===== src/design/wbwm_pkg.sv =====
package wbwm_pkg;

  localparam int unsigned WordMax   = 8;
  localparam int unsigned DictMax   = 16;
  localparam int unsigned WindowMax = 16;
  localparam int unsigned PhaseW    = $clog2(WordMax);
  localparam int unsigned IdW       = $clog2(DictMax);
  localparam int unsigned SlotW     = $clog2(WindowMax);
  localparam int unsigned CntW      = $clog2(WindowMax) + 1;
  localparam int unsigned DictCntW  = $clog2(DictMax) + 1;
  localparam int unsigned PosW      = 17;
  localparam int unsigned SeenAw    = PhaseW + IdW;
  localparam int unsigned WidAw     = PhaseW + SlotW;

  typedef enum logic [1:0] {
    OP_DICT  = 2'd0,
    OP_TEXT  = 2'd1,
    OP_CLEAR = 2'd2,
    OP_NONE  = 2'd3
  } op_e;

  typedef enum logic [3:0] {
    S_IDLE,
    S_DIV,
    S_LOOK,
    S_SRD,
    S_SCHK,
    S_CHK,
    S_PW,
    S_PS,
    S_PD,
    S_APP,
    S_EMIT
  } state_e;

endpackage


===== src/design/word_bag_window_matcher.sv =====
// Word bag window matcher. Dictionary symbols (op 0) build a table of up to 16 distinct
// words; text symbols (op 1) are matched against it and a result is given where a
// concatenation of the whole bag ends, or on the final text symbol. One transaction is
// taken at a time through a small sequencer: a dictionary symbol that completes a word
// also runs a table search; a text symbol that ends a word runs a bit-serial
// remainder for the phase, a table search, a check that drops words from the window
// as needed, an append, and then a load of the output register. The table search
// compares one stored word per cycle and the window bookkeeping uses memories with
// one write port and one registered read port.
module word_bag_window_matcher
  import wbwm_pkg::*;
(
  input  logic        clk_i,
  input  logic        rst_ni,
  input  logic        in_valid_i,
  output logic        in_stall_o,
  input  logic [1:0]  op_i,
  input  logic [7:0]  symbol_i,
  input  logic        final_symbol_i,
  output logic        out_valid_o,
  input  logic        out_stall_i,
  output logic [15:0] match_start_o,
  output logic        is_match_o,
  output logic        is_end_o,
  output logic        dict_overflow_o,
  input  logic        psel,
  input  logic        penable,
  input  logic        pwrite,
  input  logic [0:0]  paddr,
  input  logic [31:0] pwdata,
  output logic [31:0] prdata,
  output logic        pready
);

  state_e state_q, state_d;
  logic [3:0] wl_q;
  logic [DictCntW-1:0] used_q, used_d;
  logic [CntW-1:0] total_q, total_d;
  logic ovf_q, ovf_d;
  logic [7:0] recent_q [WordMax];
  logic [2:0] fill_q, fill_d;
  logic [PosW-1:0] pos_q, pos_d, cpos_q, cpos_d, div_q, div_d;
  logic [SlotW-1:0] head_q [WordMax];
  logic [SlotW-1:0] head_d [WordMax];
  logic [CntW-1:0] size_q [WordMax];
  logic [CntW-1:0] size_d [WordMax];
  logic text_q, text_d, fin_q, fin_d, match_q, match_d;
  logic [4:0] dcnt_q, dcnt_d;
  logic [3:0] rem_q, rem_d;
  logic [DictCntW-1:0] idx_q, idx_d;
  logic [IdW-1:0] id_q, id_d, old_q, old_d;
  logic [CntW-1:0] cur_q, cur_d;
  logic [15:0] start_q, start_d;

  logic [63:0] words_q [DictMax];
  logic [CntW-1:0] counts_q [DictMax];
  logic [CntW-1:0] seen_mem [2**SeenAw];
  logic [IdW-1:0] wid_mem [2**WidAw];
  logic [2**SeenAw-1:0] vld_q;
  logic [CntW-1:0] seen_rd_q;
  logic [IdW-1:0] wid_rd_q;

  logic out_valid_q;
  logic [15:0] out_start_q;
  logic out_match_q, out_end_q, out_ovf_q;

  logic in_acc, shift_en, dict_wr, cnt_inc, seen_we, wid_we, vld_clr_all, vld_clr_ph;
  logic out_load;
  logic [SeenAw-1:0] seen_raddr, seen_waddr;
  logic [CntW-1:0] seen_wdata;
  logic [WidAw-1:0] wid_raddr, wid_waddr;
  logic [3:0] len;
  logic [63:0] word;
  logic [PhaseW-1:0] ph;
  logic [3:0] fill_inc, rt;
  logic [CntW-1:0] sz, pval, pdec, nsz;
  logic [8:0] span;

  always_comb begin
    priority if (wl_q == 4'd0) len = 4'd1;
    else if (wl_q > 4'(WordMax)) len = 4'(WordMax);
    else len = wl_q;
  end

  always_comb begin
    for (int k = 0; k < WordMax; k++) begin
      word[8*k +: 8] = (4'(k) < len) ? recent_q[k] : 8'd0;
    end
  end

  assign ph = rem_q[PhaseW-1:0];
  assign sz = size_q[ph];
  assign in_stall_o = (state_q != S_IDLE);
  assign in_acc = in_valid_i && !in_stall_o;
  assign fill_inc = {1'b0, fill_q} + 4'd1;
  assign rt = {rem_q[2:0], div_q[PosW-1]};
  assign pval = vld_q[{ph, old_q}] ? seen_rd_q : '0;
  assign pdec = (pval != '0) ? pval - 1'b1 : '0;
  assign nsz = sz + 1'b1;
  assign span = 9'(nsz) * 9'(len);

  always_comb begin
    state_d = state_q;
    used_d = used_q;
    total_d = total_q;
    ovf_d = ovf_q;
    fill_d = fill_q;
    pos_d = pos_q;
    cpos_d = cpos_q;
    div_d = div_q;
    head_d = head_q;
    size_d = size_q;
    text_d = text_q;
    fin_d = fin_q;
    match_d = match_q;
    dcnt_d = dcnt_q;
    rem_d = rem_q;
    idx_d = idx_q;
    id_d = id_q;
    old_d = old_q;
    cur_d = cur_q;
    start_d = start_q;
    shift_en = 1'b0;
    dict_wr = 1'b0;
    cnt_inc = 1'b0;
    seen_we = 1'b0;
    seen_waddr = {ph, id_q};
    seen_wdata = cur_q;
    seen_raddr = {ph, id_q};
    wid_we = 1'b0;
    wid_raddr = {ph, head_q[ph]};
    wid_waddr = {ph, SlotW'(head_q[ph] + sz[SlotW-1:0])};
    vld_clr_all = 1'b0;
    vld_clr_ph = 1'b0;
    out_load = 1'b0;
    unique case (state_q)
      S_IDLE: begin
        if (in_acc) begin
          unique case (op_e'(op_i))
            OP_DICT: begin
              if (pos_q == '0) begin
                shift_en = 1'b1;
                if (fill_inc >= len) begin
                  fill_d = '0;
                  if (total_q >= CntW'(WindowMax)) begin
                    ovf_d = 1'b1;
                  end else begin
                    text_d = 1'b0;
                    idx_d = '0;
                    state_d = S_LOOK;
                  end
                end else begin
                  fill_d = fill_inc[2:0];
                end
              end
            end
            OP_TEXT: begin
              fill_d = '0;
              fin_d = final_symbol_i;
              match_d = 1'b0;
              state_d = final_symbol_i ? S_EMIT : S_IDLE;
              if (!pos_q[PosW-1]) begin
                shift_en = 1'b1;
                cpos_d = pos_q;
                pos_d = pos_q + 1'b1;
                if (pos_q + 1'b1 >= PosW'(len)) begin
                  div_d = pos_q + 1'b1;
                  dcnt_d = 5'(PosW);
                  rem_d = '0;
                  text_d = 1'b1;
                  state_d = S_DIV;
                end
              end
            end
            OP_CLEAR: begin
              used_d = '0;
              total_d = '0;
              ovf_d = 1'b0;
              fill_d = '0;
              pos_d = '0;
              vld_clr_all = 1'b1;
              for (int k = 0; k < WordMax; k++) begin
                head_d[k] = '0;
                size_d[k] = '0;
              end
            end
            OP_NONE: ;
            default: ;
          endcase
        end
      end
      S_DIV: begin
        rem_d = (rt >= len) ? rt - len : rt;
        div_d = div_q << 1;
        dcnt_d = dcnt_q - 1'b1;
        if (dcnt_q == 5'd1) begin
          idx_d = '0;
          state_d = S_LOOK;
        end
      end
      S_LOOK: begin
        if (idx_q == used_q) begin
          if (text_q) begin
            vld_clr_ph = 1'b1;
            head_d[ph] = '0;
            size_d[ph] = '0;
            state_d = fin_q ? S_EMIT : S_IDLE;
          end else begin
            if (used_q < DictCntW'(DictMax)) begin
              dict_wr = 1'b1;
              used_d = used_q + 1'b1;
              total_d = total_q + 1'b1;
            end else begin
              ovf_d = 1'b1;
            end
            state_d = S_IDLE;
          end
        end else if (words_q[idx_q[IdW-1:0]] == word) begin
          id_d = idx_q[IdW-1:0];
          if (text_q) begin
            state_d = S_SRD;
          end else begin
            cnt_inc = 1'b1;
            total_d = total_q + 1'b1;
            state_d = S_IDLE;
          end
        end else begin
          idx_d = idx_q + 1'b1;
        end
      end
      S_SRD: state_d = S_SCHK;
      S_SCHK: begin
        cur_d = vld_q[{ph, id_q}] ? seen_rd_q : '0;
        state_d = S_CHK;
      end
      S_CHK: begin
        if ((sz != '0 && cur_q >= counts_q[id_q]) || sz >= CntW'(WindowMax)) begin
          state_d = S_PW;
        end else begin
          state_d = S_APP;
        end
      end
      S_PW: state_d = S_PS;
      S_PS: begin
        old_d = wid_rd_q;
        seen_raddr = {ph, wid_rd_q};
        state_d = S_PD;
      end
      S_PD: begin
        seen_we = 1'b1;
        seen_waddr = {ph, old_q};
        seen_wdata = pdec;
        if (old_q == id_q) cur_d = pdec;
        head_d[ph] = head_q[ph] + 1'b1;
        size_d[ph] = sz - 1'b1;
        state_d = S_CHK;
      end
      S_APP: begin
        wid_we = 1'b1;
        size_d[ph] = nsz;
        seen_we = 1'b1;
        seen_wdata = cur_q + 1'b1;
        match_d = (nsz == total_q);
        start_d = 16'(cpos_q + 1'b1 - PosW'(span));
        state_d = ((nsz == total_q) || fin_q) ? S_EMIT : S_IDLE;
      end
      S_EMIT: begin
        if (!out_valid_q || !out_stall_i) begin
          out_load = 1'b1;
          if (fin_q) begin
            pos_d = '0;
            vld_clr_all = 1'b1;
            for (int k = 0; k < WordMax; k++) begin
              head_d[k] = '0;
              size_d[k] = '0;
            end
          end
          state_d = S_IDLE;
        end
      end
      default: state_d = S_IDLE;
    endcase
  end

  always_ff @(posedge clk_i or negedge rst_ni) begin
    if (!rst_ni) begin
      state_q <= S_IDLE;
      wl_q <= 4'd1;
      used_q <= '0;
      total_q <= '0;
      ovf_q <= 1'b0;
      fill_q <= '0;
      pos_q <= '0;
      text_q <= 1'b0;
      fin_q <= 1'b0;
      match_q <= 1'b0;
      dcnt_q <= '0;
      rem_q <= '0;
      idx_q <= '0;
      vld_q <= '0;
      out_valid_q <= 1'b0;
      for (int k = 0; k < WordMax; k++) begin
        head_q[k] <= '0;
        size_q[k] <= '0;
      end
    end else begin
      state_q <= state_d;
      if (psel && penable && pwrite) wl_q <= pwdata[3:0];
      used_q <= used_d;
      total_q <= total_d;
      ovf_q <= ovf_d;
      fill_q <= fill_d;
      pos_q <= pos_d;
      text_q <= text_d;
      fin_q <= fin_d;
      match_q <= match_d;
      dcnt_q <= dcnt_d;
      rem_q <= rem_d;
      idx_q <= idx_d;
      head_q <= head_d;
      size_q <= size_d;
      if (vld_clr_all) begin
        vld_q <= '0;
      end else begin
        if (vld_clr_ph) vld_q[ph*DictMax +: DictMax] <= '0;
        if (seen_we) vld_q[seen_waddr] <= 1'b1;
      end
      if (out_load) out_valid_q <= 1'b1;
      else if (!out_stall_i) out_valid_q <= 1'b0;
    end
  end

  always_ff @(posedge clk_i) begin
    cpos_q <= cpos_d;
    div_q <= div_d;
    id_q <= id_d;
    old_q <= old_d;
    cur_q <= cur_d;
    start_q <= start_d;
    if (shift_en) begin
      recent_q[0] <= symbol_i;
      for (int k = 1; k < WordMax; k++) recent_q[k] <= recent_q[k-1];
    end
    if (dict_wr) begin
      words_q[idx_q[IdW-1:0]] <= word;
      counts_q[idx_q[IdW-1:0]] <= CntW'(1);
    end
    if (cnt_inc) counts_q[idx_q[IdW-1:0]] <= counts_q[idx_q[IdW-1:0]] + 1'b1;
    if (out_load) begin
      out_start_q <= match_q ? start_q : 16'd0;
      out_match_q <= match_q;
      out_end_q <= fin_q;
      out_ovf_q <= ovf_q;
    end
  end

  always_ff @(posedge clk_i) begin
    if (seen_we) seen_mem[seen_waddr] <= seen_wdata;
    seen_rd_q <= seen_mem[seen_raddr];
  end

  always_ff @(posedge clk_i) begin
    if (wid_we) wid_mem[wid_waddr] <= id_q;
    wid_rd_q <= wid_mem[wid_raddr];
  end

  assign out_valid_o = out_valid_q;
  assign match_start_o = out_start_q;
  assign is_match_o = out_match_q;
  assign is_end_o = out_end_q;
  assign dict_overflow_o = out_ovf_q;
  assign prdata = {28'd0, wl_q};
  assign pready = 1'b1;

endmodule


===== config.mk =====
export PLATFORM = sky130hd
export DESIGN_NAME = word_bag_window_matcher
export DESIGN_NICKNAME = d
export VERILOG_FILES = /design/src/design/wbwm_pkg.sv /design/src/design/word_bag_window_matcher.sv
export SDC_FILE = /design/constraint.sdc
export NUM_CORES = 2
export LEC_CHECK = 0
export ABC_CLOCK_PERIOD_IN_PS = 11200
export BUFFER_PORTS_ARGS = -buffer_cell sky130_fd_sc_hd__buf_2
export CORE_MARGIN = 2
export CORE_UTILIZATION = 40
export DETAILED_ROUTE_END_ITERATION = 12
export SYNTH_ARGS = -nofsm -noshare
export SYNTH_HDL_FRONTEND = slang
export SYNTH_SLANG_ARGS = --single-unit
export TNS_END_PERCENT = 50

===== constraint.sdc =====
create_clock -name clk_i -period 11.2 [get_ports clk_i]
set_input_delay 1.68 -clock clk_i [delete_from_list [all_inputs] [get_ports clk_i]]
set_output_delay 1.68 -clock clk_i [all_outputs]
set_load 0.05 [all_outputs]

== Word level (Yosys, flattened, before mapping) ==
Memory sizes are Yosys's and may differ from the RTL's. A register that Yosys moved wholly into a read port is not among the register bits.
Index checks and enable logic that the tools add are counted.
Storage, ports and cells
  bits of input ports: 51
  bits in registers: 337
  memories: 5
  word-level logic and storage cells: 379
  memory bits (writable): 2320
Memory list
  words_q: depth 16, bits a word 64, rd ports 1, clocked after Yosys merged registers in 0, write ports 1, line word_bag_window_matcher.sv:55  | logic [63:0] words_q [DictMax];
  seen_mem: depth 128, bits a word 5, rd ports 1, clocked after Yosys merged registers in 1, write ports 1, line word_bag_window_matcher.sv:57  | logic [CntW-1:0] seen_mem [2**SeenAw];
  wid_mem: depth 128, bits a word 4, rd ports 1, clocked after Yosys merged registers in 1, write ports 1, line word_bag_window_matcher.sv:58  | logic [IdW-1:0] wid_mem [2**WidAw];
  counts_q: depth 16, bits a word 5, rd ports 2, clocked after Yosys merged registers in 1, write ports 1, line word_bag_window_matcher.sv:56  | logic [CntW-1:0] counts_q [DictMax];
  recent_q: depth 8, bits a word 8, rd ports 8, clocked after Yosys merged registers in 0, write ports 8, line word_bag_window_matcher.sv:40  | logic [7:0] recent_q [WordMax];
Operators by class
  eq/ne operators: 55
  shift-type cells: 2
  multiply operators: 1
  muxes and demuxes: 177
  reduce and logical (&&, ||, !) cells: 49
  add/subtract/negate cells: 17
  $lt $le $gt $ge: 22
  bitwise gates (word level): 9
Operator list (number)
  128-bit two-way mux: 4
  40-bit two-way mux: 6
  40-bit one-hot mux with 5 select lines: 1
  32-bit two-way mux: 6
  5-bit two-way mux: 30
  17-bit two-way mux: 8
  128-bit bitwise mux: 1
  128-bit bitwise OR: 1
  32-bit one-hot mux with 4 select lines: 1
  16-bit by 34-bit variable shift with 128-bit output (first input constant): 1
  16-bit by 34-bit variable part select with 128-bit output (first input constant): 1
  17-bit one-hot mux with 2 select lines: 3
  4-bit two-way mux: 23
  40-bit bitwise mux: 2
  64-bit equality test: 1
  8-bit two-way mux: 8
  1-bit two-way mux: 52
  5-bit one-hot mux with 2 select lines: 5
  2-bit inequality test (second input constant): 22
  40-bit AND: 1
  40-bit NOT: 1
  4-bit one-hot mux with 10 select lines: 1
  7-bit negator with 34-bit output: 1
  32-bit AND: 1
  71 further kinds: 151

== Logic depth before layout (Yosys ltp) ==
  depth after elaboration: 12
  depth in mapped cells: 29

== Least setup slack after synthesis ==
OpenSTA, ideal clock, no wires.
  kind: reg-to-reg
  start: register idx_q[0]
  end: memory words_q[0][0], enable pin
  library setup time: 0.644 ns
  buffers on the path: 7
  stages on the path, launching flop included: 13
  required time: 10.556 ns
  path slack: 1.947 ns
  arrival: 8.609 ns
  period minus slack after synthesis: 9.253 ns
  cells stage by stage: dfrtp_1 -> buf_6 -> buf_12 -> buf_12 -> buf_8 -> buf_6 -> buf_6 -> xnor2_1 -> nand3_1 -> nor3_1 -> nand3_1 -> clkbuf_1 -> nor4_1
On the way
  longest elaborated chain between the ends: 5
RTL lines
  start, declared: line word_bag_window_matcher.sv:50  | logic [DictCntW-1:0] idx_q, idx_d;
  start signal, assigned: line word_bag_window_matcher.sv:319  | idx_q <= idx_d;
  5-bit equality test: line word_bag_window_matcher.sv:202  | if (idx_q == used_q) begin
  1-bit two-way mux: line word_bag_window_matcher.sv:202
  1-bit two-way mux: line word_bag_window_matcher.sv:136  | unique case (state_q)
  1-bit two-way mux: line word_bag_window_matcher.sv:344  | if (dict_wr) begin
  1-bit two-way mux (not written as such): line word_bag_window_matcher.sv:345  | words_q[idx_q[IdW-1:0]] <= word;
  end, declared: line word_bag_window_matcher.sv:55
Several ways; a longest one is shown, not always the timed one.

== Worst setup path in the final report ==
  start: register rem_q[0]
  end: register start_q[15], data pin
On the way
  longest elaborated chain between the ends: 7
RTL lines
  start, declared: line word_bag_window_matcher.sv:49  | logic [3:0] rem_q, rem_d;
  start signal, assigned: line word_bag_window_matcher.sv:318  | rem_q <= rem_d;
  3-bit NOT with 4-bit output (not written as such): line word_bag_window_matcher.sv:92  | assign sz = size_q[ph];
  5-bit binary-select mux with 3-bit select: line word_bag_window_matcher.sv:92
  5-bit two-way mux (not written as such) (2 in series): line word_bag_window_matcher.sv:92
  5-bit by 1-bit adder with 5-bit output: line word_bag_window_matcher.sv:99  | assign nsz = sz + 1'b1;
  5-bit by 4-bit multiplier with 9-bit output: line word_bag_window_matcher.sv:100  | assign span = 9'(nsz) * 9'(len);
  16-bit by 9-bit subtractor with 16-bit output: line word_bag_window_matcher.sv:264  | start_d = 16'(cpos_q + 1'b1 - PosW'(span));
  end signal, assigned: line word_bag_window_matcher.sv:339  | start_q <= start_d;
  end, declared: line word_bag_window_matcher.sv:53  | logic [15:0] start_q, start_d;
Every way passes these cells. The select of a mux whose other input is x is not followed.
A chain may end at the register's enable or synchronous reset.

==> metrics.md <==
| Metric | Value |
|---|---|
| R2r worst-path depth | `24` |
| Clock Sinks | `2670` |
| Register area | `0.07878 mm^2` |
| Die Y | `533.0 um` |
| Setup crit end kind | `flop` |
| Total power | `20.62 mW` |
| Synth Register Bits | `2670` |
| CTS tree | `yes` |
| Worst EP arrival | `8.55 ns` |
| Post-DP HPWL | `162100 um` |
| Routed wire length | `288400 um` |
| Relative slew slack | `23.93%` |
| CP startpoint kind | `flop` |
| Pre-CTS WS | `3.277 ns` |
| First-pass DRT Iterations | `7` |
| Floorplan die width | `533.0 um` |
| Post-Place Cells | `10.96k` |
| Synth Flop Type | `edfxtp_1` |
| Postcts setup bufs | `0` |
| Clk slew on worst S/H paths | `0.06 ns` |
| Initial antenna violation count | `10` |
| Final core occ | `44.91%` |
| Layout cells sized above 1 | `13.18%` |
| Seq/Total Area, Yosys | `70.37%` |
| Crit Path Max Fanout | `24` |
| Crit Path Class | `reg -> reg` |
| H-tree depth | `5` |
| Total Routing Usage GR | `19.82%` |
| Root Buffer | `clkbuf_16` |
| Slew Limit Fails | `0` |
| Rows | `194` |
| Hold Path Stages | `0` |
| Drt via density | `5.678` |
| Synth warn | `0` |
| DP Area | `0.1162 mm^2` |
| Final ANT Viol Nets | `0` |
| Min Clock Period, post-route | `7.945 ns` |
| First-pass GRT wire length | `427000 um` |
| Clock Skew | `0.05896 ns` |
| Fmax | `125.9 MHz` |
| Hold Crit Class | `reg -> reg` |
| Final setup vio count | `0` |
| IO Count | `105` |
| Starting Density | `40.13%` |
| Cell Area, Synth | `0.1119 mm^2` |
| Post-synth EDFFs | `2401` |
| IO buf count | `46` |
| Overall via count from detail_route | `65.18k` |
| Post-Syn Instances | `7530` |
| Pwr per Cell Area | `164.6 mW/mm^2` |
| FILL cells | `24.26k` |
| Reg2reg start | `rem_q[0]` |
| GRT overflow | `0` |
| Vias in the first global route | `64.97k` |
| Status | `finished clean` |
| Worst-Skew Late Latency | `0.86 ns` |
| Worst Hold End | `recent_q[1][3]` |
| Fin Setup TNS | `0 ns` |
| Max Root-Sink Buffers | `4` |
| P_leak | `40.08 nW` |
| Hold Slack | `0.4136 ns` |
| # resized after CTS | `0` |
| RSZ-0062 raised after global routing | `false` |
| Reg2reg end | `start_q[15]` |
| PnR worst setup slack | `3.255 ns` |
| Worst-margin pin slew | `1.138 ns` |
| Fin crit share | `70.94%` |
| DR DRC count | `0` |
| Layout Cells excl Fill | `11.48k` |
| Reg2reg setup slack | `3.25 ns` |
| Post-route cell area | `0.1252 mm^2` |
| Count of cell types in the netlist | `84` |
| VDD IR-drop max | `0.0001260 V` |
| Final Hold Fails | `0` |
| Core box area | `0.2789 mm^2` |
| Hold Startpoint | `recent_q[0][27]` |
| Die area | `0.2841 mm^2` |
| Ys async rst share | `9.588%` |
| Syn-to-layout area delta | `11.90%` |
| Drt wl/cell | `25.12 um` |
| Number of max-cap violations | `0` |
| Worst Path Required | `11.80 ns` |
| TritonCTS Buffers | `289` |
| Hold-fix buffers, CTS | `0` |
| Avg Cell Area, Syn | `14.86 um^2` |
| Largest net degree at the start of global routing | `183` |
| Fin nets | `7671` |
| Multi-input logic area | `0.03074 mm^2` |
| GP Congestion | `0.8218` |
| DRT iter0 DRCs | `6748` |
## cell families after synthesis
kind of cell | share of synthesized area, %
simple gates | 8.815
mux | 8.779
xor+xnor | 1.338
buf+inv | 2.535
other cells | 0.006710
flops | 70.37
compound gates | 7.020
fa+ha+maj | 1.133
## worst max-delay path by stage
stage,endpoint,cells past startpoint,from,slack (ns)
floorplan,words_q[0][0],12,idx_q[0],1.95
global placement,start_q[15],25,rem_q[0],3.29
detailed placement,start_q[15],24,rem_q[0],3.28
CTS,start_q[15],24,rem_q[0],3.21
global route,start_q[15],24,rem_q[0],2.66
finish,start_q[15],24,rem_q[0],3.25
## state kept, by name, indices dropped and copies added, names as in the netlist, 16 cells and up, named ones only
register and cells:
start_q 16, cpos_q 16, recent_q 64, wid_mem 512
div_q 17, vld_q 128, size_q 40, match_start_o 16
head_q 32, pos_q 17, words_q 1024, seen_mem 640
counts_q 80
## placed cells by master (no fill, tap or decap), drive strengths merged, types with 95 or more instances in the layout
cell type  synthesis  final
a311oi           191    191
nand3            213    213
mux4             358    358
a21oi            280    280
nand2           1077   1077
inv              141    156
nor2             489    489
a31oi             95     95
edfxtp          2401   2401
and2             207    207
a211oi           246    246
dfrtp            255    255
mux2i            157    157
xnor2            121    121
buf              151    188
clkbuf           355    395
o21ai            193    193
## routing by layer
metal | up-vias | track usage [%] | share of wire (%)
met3 | 550 | 2.964 | 6.7
met4 | 0 | 6.447 | 3.3
met2 | 2389 | 32.78 | 49
li1 | 28690 | - | -
met5 | - | 0 | 0
met1 | 33550 | 26.93 | 41
## cells in the mapped netlist, types with 6 or more instances
library cell / number / area [um^2]
nor2b_1: 16 / 100.1
nor2_1: 489 / 1836
o31ai_1: 10 / 75.07
mux2i_1: 157 / 1572
and3_1: 90 / 563.0
xor2_1: 50 / 437.9
a31oi_1: 95 / 594.3
and2_1: 188 / 1176
o22ai_1: 15 / 93.84
edfxtp_1: 2401 / 72100
buf_2: 34 / 170.2
buf_6: 21 / 236.5
a21o_1: 17 / 127.6
nand2_1: 1077 / 4043
buf_1: 54 / 202.7
a211oi_1: 245 / 1839
xnor2_1: 121 / 1060
ha_1: 71 / 888.4
nor3_1: 42 / 210.2
a221oi_1: 13 / 113.9
and2_0: 19 / 118.9
a21oi_1: 280 / 1401
nand3_1: 213 / 1066
nand4_1: 26 / 162.7
buf_4: 38 / 285.3
o21ai_0: 191 / 955.9
clkbuf_1: 355 / 1333
a311oi_1: 191 / 1673
inv_1: 139 / 521.8
fa_1: 19 / 380.4
a22oi_1: 43 / 322.8
dfxtp_1: 13 / 260.3
o211ai_1: 6 / 45.04
mux2_2: 17 / 191.4
o22a_1: 6 / 52.55
mux4_2: 358 / 8063
a22o_1: 16 / 140.1
nand2b_1: 16 / 100.1
nor4_1: 34 / 212.7
dfrtp_1: 255 / 6381
## critical path, cell delays in order, from the launching register on
cell	delay, ns
dfrtp_1	0.95
nor2_1	0.23
a221oi_1	0.36
nor2_1	0.09
a221oi_1	0.66
inv_1	0.26
ha_1	0.33
xnor2_1	0.59
nand2_1	0.19
fa_1	0.50
fa_1	0.52
inv_1	0.05
fa_1	0.48
inv_1	0.05
ha_1	0.32
a21oi_1	0.22
o21ai_0	0.12
a21oi_1	0.22
o21ai_0	0.11
a21oi_1	0.23
o21bai_1	0.09
a21oi_1	0.23
o21ai_0	0.22
or4_1	0.50
and3_1	0.17
## area by class of cell
type	count	area share, %
inverter	144	0.4375
multi-input combinational	4237	24.54
antenna	3	0.005994
clock buffer	395	6.331
sequential	2670	62.90
timing repair buffer	188	1.143
tap	3724	3.720
clock inverter	118	0.9221
## where the power goes
part / switching [mW] / total [mW] / leakage [nW] / internal [mW]
registers: 0.00789 / 10.8 / 21.3 / 10.8
clock network: 3.86 / 9.28 / 4.42 / 5.43
logic: 0.358 / 0.489 / 14.4 / 0.131
total: 4.22 / 20.6 / 40.1 / 16.4
Note: power is estimated with default switching activity, not from simulation.
